File: src/sv/tab_pkg.sv
package tab_pkg;

  // table size and field widths
  localparam int ENTRIES     = 16;
  localparam int ADDR_W      = 32;
  localparam int TICK_W      = 32;
  localparam int DURATION_W  = 16;
  localparam int MODE_W      = 2;

  localparam logic [DURATION_W-1:0] BLOCK_TICKS_RESET = DURATION_W'(60);

  // item modes
  localparam logic [MODE_W-1:0] MODE_TICK  = 2'd0;
  localparam logic [MODE_W-1:0] MODE_BLOCK = 2'd1;
  localparam logic [MODE_W-1:0] MODE_QUERY = 2'd2;

  typedef struct packed {
    logic [MODE_W-1:0] mode;
    logic [ADDR_W-1:0] address;
  } in_t;

  typedef struct packed {
    logic blocked;
    logic table_full;
  } out_t;

  // item as it travels from cell to cell
  typedef struct packed {
    logic              valid;
    logic [MODE_W-1:0] mode;
    logic [ADDR_W-1:0] address;
    logic [TICK_W-1:0] now;
    logic              placed;
    logic              hit;
  } beat_t;

endpackage

File: src/sv/tab_cell.sv
module tab_cell
  import tab_pkg::*;
(
  input  logic                  clk,
  input  logic                  rst,
  input  logic                  advance,
  input  logic [DURATION_W-1:0] block_ticks,
  input  beat_t                 prev,
  output beat_t                 next
);

  // slot held by this cell
  logic              live;
  logic [ADDR_W-1:0] address;
  logic [TICK_W-1:0] start;

  logic [TICK_W-1:0] elapsed;
  logic              live_eff;
  logic              take;
  logic              match;
  beat_t             next_next;

  // expiry against the time the item carries
  always_comb begin
    elapsed  = prev.now - start;
    live_eff = live && (elapsed < TICK_W'(block_ticks));
    take     = prev.valid && (prev.mode == MODE_BLOCK) && !prev.placed && !live_eff;
    match    = (prev.mode == MODE_QUERY) && live_eff && (address == prev.address);
  end

  // forward the item with updated flags
  always_comb begin
    next_next        = prev;
    next_next.placed = prev.placed || take;
    next_next.hit    = prev.hit || match;
  end

  // slot state
  always_ff @(posedge clk) begin
    if (rst) begin
      live <= 1'b0;
    end else if (advance && prev.valid) begin
      live <= live_eff || take;
    end
  end

  always_ff @(posedge clk) begin
    if (advance && take) begin
      address <= prev.address;
      start   <= prev.now;
    end
  end

  // stage register toward the neighbor
  always_ff @(posedge clk) begin
    if (rst) begin
      next <= '0;
    end else if (advance) begin
      next <= next_next;
    end
  end

endmodule

File: src/sv/timed_address_blocklist.sv
// aging blocklist of ipv4 addresses, one table slot per cell
//
// input channel in_valid/in_ready/in_data carries one item per beat: a tick
// (advance time), a block (store the address) or a query (look it up).
// output channel out_valid/out_ready/out_data returns exactly one result
// beat per item, in order: blocked for queries, table_full for dropped blocks.
// write block_ticks (cfg_we/cfg_data) only with no item in flight; unchecked.
//
// each item walks the row of ENTRIES cells, one cell per clock while the row
// advances, expiring, inserting and matching as it passes. the result is on
// out_data once the item leaves the last cell. items can follow one another
// every cycle, so throughput is one item per cycle unless a stalled result
// holds the row; the row length sets the latency.
//
// reset empties the table, clears time to zero and sets block_ticks to 60.
// when the receiver stalls with a result waiting, the whole row holds and
// in_ready drops until that result is taken.
module timed_address_blocklist
  import tab_pkg::*;
(
  input  logic                  clk,
  input  logic                  rst,
  input  logic                  in_valid,
  output logic                  in_ready,
  input  in_t                   in_data,
  output logic                  out_valid,
  input  logic                  out_ready,
  output out_t                  out_data,
  input  logic                  cfg_we,
  input  logic [DURATION_W-1:0] cfg_data
);

  logic [DURATION_W-1:0] block_ticks;
  logic [TICK_W-1:0]     now_ticks;
  logic [TICK_W-1:0]     now_ticks_next;
  logic                  advance;
  logic                  accept;
  beat_t                 chain [0:ENTRIES];

  // row moves unless a finished result is stalled
  assign advance  = !chain[ENTRIES].valid || out_ready;
  assign in_ready = advance;
  assign accept   = in_valid && in_ready;

  // configuration register
  always_ff @(posedge clk) begin
    if (rst) begin
      block_ticks <= BLOCK_TICKS_RESET;
    end else if (cfg_we) begin
      block_ticks <= cfg_data;
    end
  end

  // time counter, a tick counts before its own expiry
  always_comb begin
    now_ticks_next = now_ticks;
    if (in_data.mode == MODE_TICK) begin
      now_ticks_next = now_ticks + TICK_W'(1);
    end
  end

  always_ff @(posedge clk) begin
    if (rst) begin
      now_ticks <= '0;
    end else if (accept) begin
      now_ticks <= now_ticks_next;
    end
  end

  // head of the row
  always_comb begin
    chain[0].valid   = accept;
    chain[0].mode    = in_data.mode;
    chain[0].address = in_data.address;
    chain[0].now     = now_ticks_next;
    chain[0].placed  = 1'b0;
    chain[0].hit     = 1'b0;
  end

  // row of cells
  for (genvar i = 0; i < ENTRIES; i++) begin : g_cell
    tab_cell u_cell (
      .clk         (clk),
      .rst         (rst),
      .advance     (advance),
      .block_ticks (block_ticks),
      .prev        (chain[i]),
      .next        (chain[i+1])
    );
  end

  // result from the tail
  assign out_valid           = chain[ENTRIES].valid;
  assign out_data.blocked    = chain[ENTRIES].hit;
  assign out_data.table_full = (chain[ENTRIES].mode == MODE_BLOCK) && !chain[ENTRIES].placed;

endmodule

File: config.mk
export PLATFORM = sky130hd
export DESIGN_NAME = timed_address_blocklist
export DESIGN_NICKNAME = d
export VERILOG_FILES = /design/src/sv/tab_pkg.sv /design/src/sv/tab_cell.sv /design/src/sv/timed_address_blocklist.sv
export SDC_FILE = /design/constraint.sdc
export NUM_CORES = 2
export LEC_CHECK = 0
export BUFFER_PORTS_ARGS = -buffer_cell sky130_fd_sc_hd__buf_2
export CAP_MARGIN = 20
export CELL_PAD_IN_SITES_DETAIL_PLACEMENT = 1
export CELL_PAD_IN_SITES_GLOBAL_PLACEMENT = 2
export CORE_AREA = 2 2 497 499
export CTS_CLUSTER_DIAMETER = 50
export DETAILED_ROUTE_END_ITERATION = 6
export DIE_AREA = 0 0 499 501
export GPL_ROUTABILITY_DRIVEN = 0
export PLACE_DENSITY_LB_ADDON = 0.08
export SLEW_MARGIN = 10
export SYNTH_ARGS = -nofsm -noshare
export SYNTH_HDL_FRONTEND = slang
export SYNTH_SLANG_ARGS = --single-unit
File: constraint.sdc
create_clock -name clk -period 16.68 [get_ports clk]
set_input_delay 3.336 -clock clk [delete_from_list [all_inputs] [get_ports clk]]
set_output_delay 3.336 -clock clk [all_outputs]
set_load 0.005 [all_outputs]
# After elaboration in Yosys (flattened, before gate mapping)
# Index checks and enable logic that the tools add are counted.
[totals]
register_bits = 2128
latch_bits = 0
mem_bits_rw = 0
mem_bits_ro = 0
input_bits = 55
output_inout_bits = 4
wordCells = 437
memories = 0
[classes]
add_sub_neg = 17
multipliers = 0
n_div = 0
order_cmp = 16
eq_ne = 49
shift = 0
mux = 1
bitwise_logic = 0
reduce_logical = 210
[op_table]
columns = ["operator", "n"]
rows = [
  ["32-bit equality test", 16],
  ["32-bit by 16-bit less-than comparator with 1-bit output", 16],
  ["32-bit subtractor", 16],
  ["1-bit logical AND", 129],
  ["1-bit logical OR", 47],
  ["2-bit by 1-bit equality test with 1-bit output, second input constant", 17],
  ["1-bit zero test", 33],
  ["32-bit by 1-bit adder with 32-bit output, second input constant", 1],
  ["2-bit equality test, second input constant", 16],
  ["32-bit two-way mux", 1],
  ["2-bit zero test", 1],
]

# Logic depth before layout (Yosys ltp)
[logic_depth]
word_depth = 8
ltp_mapped = 25
ltp_nobuf = 25

# Modules after synthesis
# A second synthesis with hierarchy kept.
[unflattened]
hier_cells = 11867
area_unflattened_um2 = 119651.0
[by_module_without_submodules]
columns = ["mod", "n_inst", "cells_per_inst", "area_each_um2", "seq_area_each_um2"]
rows = [
  ["tab_cell at g_cell[10].u_cell ...", 9, 722, 7339.5, 3323.2],
  ["tab_cell at g_cell[0].u_cell ...", 3, 740, 7395.8, 3323.2],
  ["tab_cell at g_cell[7].u_cell ...", 3, 702, 7158.1, 3323.2],
  ["tab_cell at g_cell[6].u_cell", 1, 725, 7259.5, 3323.2],
  ["timed_address_blocklist", 1, 318, 2673.8, 960.9],
]

# Worst setup path after synthesis
# OpenSTA, ideal clock, no wires.
[synth_path]
path_kind = "input to register"
startpoint = "in in_data[33] (netlist bit)"
endpoint = "reg g_cell[0].u_cell.address[0] (enable)"
arrival_time_ps = 11739
required_time_ps = 16100
path_slack_ps = 4360
path_stages = 21
n_path_buf = 3
cell_sequence = "nor2_1 > and3_1 > nand3_1 > nor3_1 > and3_1 > and3_1 > and3_1 > clkbuf_1 > nand3_1 > xnor2_1 > ha_1 > clkbuf_1 > and3_1 > clkbuf_1 > nand3_1 > nor4b_1 > nand2_1 > o2111ai_1 > or4b_1 > nor4_2 > nor3b_1"
[synth_lines]
columns = ["element", "line", "source"]
rows = [
  ["start, declared", "timed_address_blocklist.sv:25", "input in_t in_data,"],
  ["end signal, assigned", "tab_cell.sv:49", "address <= prev.address;"],
  ["end, declared", "tab_cell.sv:14", "logic [ADDR_W-1:0] address;"],
]

==> run summary <==
largest net degree at the start of global routing: 213
H-tree Lvls: 5
Starting Density: 44.8%
clock sink count: 2128
Post-synth EDFFs: 1024
fin nets: 12500
drt wl/cell: 21.8 um
Max Cap Viol: 0
clk slew on worst S/H paths: 70 ps
Area Growth Syn to Fin: 12.1%
Final Max Tran Viols: 0
FMAX: 0.110 GHz
vias in the first global route: 89400
Int Power: 9370 uW
Core Rows: 182
final wirelength: 330000 um
worst setup margin: 7560 ps
vias post-DR: 86100
Worst-Margin Slew: 1130 ps
Synth async-reset ratio: 0%
combinational power share: 2.4%
Max-slew headroom: 24.0%
Post-Layout Cell Count: 15200
data required time of the worst path: 17500 ps
Cell Pwr Density: 97.9 mW/mm^2
postcts setup bufs: 0
DIE AREA: 0.250 sq mm
Final min period: 9120 ps
design area: 0.123 sq mm
P_sw: 2660 uW
Synth Flop Type: dfxtp_1
Pleak: 0.0482 uW
crit path launch type: input pin
worst skew pair latency: 990 ps
Final Skew: 99.7 ps
run status: finished, final reports clean
VDD IR max: 88.4 uV
CP Capture Type: register
Setup TNS Final: 0 ps
most frequent cells in the layout: nand2_1, a21oi_1, dfxtp_1
layout cells sized above 1: 5.88%
DPL Wire Length: 236000 um
IO Count: 59
final setup fails: 0
syn nets: 12600
Clock power frac: 52.0%
Yosys reg bits: 2128
part of the power in registers: 45.6%
# resized after CTS: 0
area of the core: 0.245 sq mm
antenna-violating nets left: 0
Iter 0 DRT Violations: 5302
Inserted Clock Buffers: 298
Residual DRC: 0
clk buf depth: 4
Placed Cells: 14600
DP Worst Slack: 6650 ps
library cells used by synthesis: 91
reg-to-reg slack, setup: 9740 ps
sequential area share after synthesis: 48.2%
CTS Hold Buffers Added: 0
r2r worst-path depth: 21
hold depth: 0
Pre-Repair DR Iteration Count: 5
Ys Warns: 0
critical path peak fanout: 33
crit share post-route: 54.7%
commonest non-fill, non-tap cell in the layout: nand2_1
gr usage total: 26.1%
RSZ-0062 raised after global routing: no
Post-Synthesis Cells: 11800
clock root buffer: clkbuf_16
die height: 501 um
initial antenna violation count: 13
Syn Area/Cell: 9.32 sq um
min-delay worst type: register to register
sw frac: 22.1%
Post-Syn Area: 0.110 sq mm
die width: 499 um
TritonCTS clock tree: built
Final Hold Viols: 0
Overflow after GRT: 0
Vias/cell: 5.68
crit path kind: input pin to register
first-pass GRT wire length: 523000 um
Data arrival, critical path: 9930 ps
I/O Buffers: 58
dpl cell area: 0.113 sq mm
## critical path: stages
cell       delay [ps]
buf_2             140
nor2_1            480
and3_1            380
nand3_1           220
nor2_1            300
nand3_1           130
xnor2_1           270
ha_1              380
and3_1            250
a31o_2            250
a21oi_1           240
nand2_1           110
xor2_1            160
ha_1              310
a21o_1            160
a21oi_1           140
o221ai_1          130
nor4_1            310
o2111ai_1         160
nor4_1            280
or4b_1            480
nor4_2            620
nor3b_2           110
buf_4             310
o21a_1            230
## Yosys cell counts (all sizes together) (22+ instances only)
library cell,number,area (sq um)
nand2,2383,8940
a21oi,1570,7860
dfxtp,1104,22100
edfxtp,1024,30700
ha,737,9220
xnor2,662,5800
inv,652,2450
clkbuf,465,1750
nor2,455,1710
o21ai,364,1820
xor2,243,2130
nand4,240,1500
a21o,226,1700
nand3,154,771
nor3,131,656
nand2b,101,632
o21a,83,623
a211oi,82,626
nor4,72,475
nor2b,70,438
o211ai,67,503
a31oi,66,413
mux2i,62,621
and3,56,350
and2,52,325
o21bai,52,390
or3,40,250
a2111oi,38,364
o31ai,34,255
o2111ai,30,263
a21boi,28,210
and4,26,228
buf,26,114
o31a,26,228
nor4b,22,199
o22ai,22,138
## routing by layer
| layer | wire, um | track usage [%] | vias up |
|---|---|---|---|
| li1 | - | - | 41400 |
| met1 | 161000 | 37.7 | 42900 |
| met2 | 149000 | 41.6 | 1422 |
| met3 | 12900 | 2.95 | 388 |
| met4 | 7070 | 6.22 | 2 |
| met5 | 13 | 0 | - |
## power groups by stage
stage | combinational, uW | clock, uW | sequential (uW)
finish | 283 | 6260 | 5490
global route | 311 | 6600 | 5490
CTS | 285 | 6390 | 5490
detailed placement | 283 | 0 | 5600
global placement | 274 | 0 | 5600
floorplan | 168 | 0 | 5590
## stage by stage
stage	utilization (%)	total power [uW]	hold WS [ps]
after global routing	50.2	12400	463
after global placement	46.2	5870	440
after detailed placement	46.2	5880	454
after CTS	50.2	12200	447
final	50.2	12000	442
after floorplan	-	5760	427
## kinds of logic (layout without fill, tap and decap cells)
family	after synthesis	in the layout	share of synthesized area [%]
AOI/OAI and AO/OA	2872	2872	15.6
xor gates and xnor gates	905	905	7.22
adders and majority gates	753	753	8.70
buffers and inverters	1143	1329	3.93
DFF	2128	2128	48.2
muxes	73	73	0.679
other	0	2	0
and+or+nand+nor	3894	3894	15.7
## worst paths after layout
kind | start | endpoint
hold reg to reg | g_cell[14].u_cell.next[55] | g_cell[15].u_cell.address[21]
hold / removal | g_cell[14].u_cell.next[55] | g_cell[15].u_cell.address[21]
setup / recovery | in_data[33] | g_cell[0].u_cell.next[1]
setup reg to reg | g_cell[9].u_cell.next[2] | g_cell[10].u_cell.start[28]
## registers in the layout, summed over array words and instances, names as in the netlist
register / cells
g_cell.u_cell.next: 1040
g_cell.u_cell.address: 512
g_cell.u_cell.start: 512
now_ticks: 32
block_ticks: 16
g_cell.u_cell.live: 16
## cell type report
cell class / instances / area, sq um
diodes: 2 / 5.00
clock buffers: 386 / 8310
clock inverters: 139 / 1460
fillers: 27400 / 122000
inverters: 652 / 2450
multi-input cells: 8497 / 52700
flip-flops and latches: 2128 / 52900
well taps: 3220 / 4030
repair buffers: 152 / 1150
Note: power is estimated with default switching activity, not from simulation.
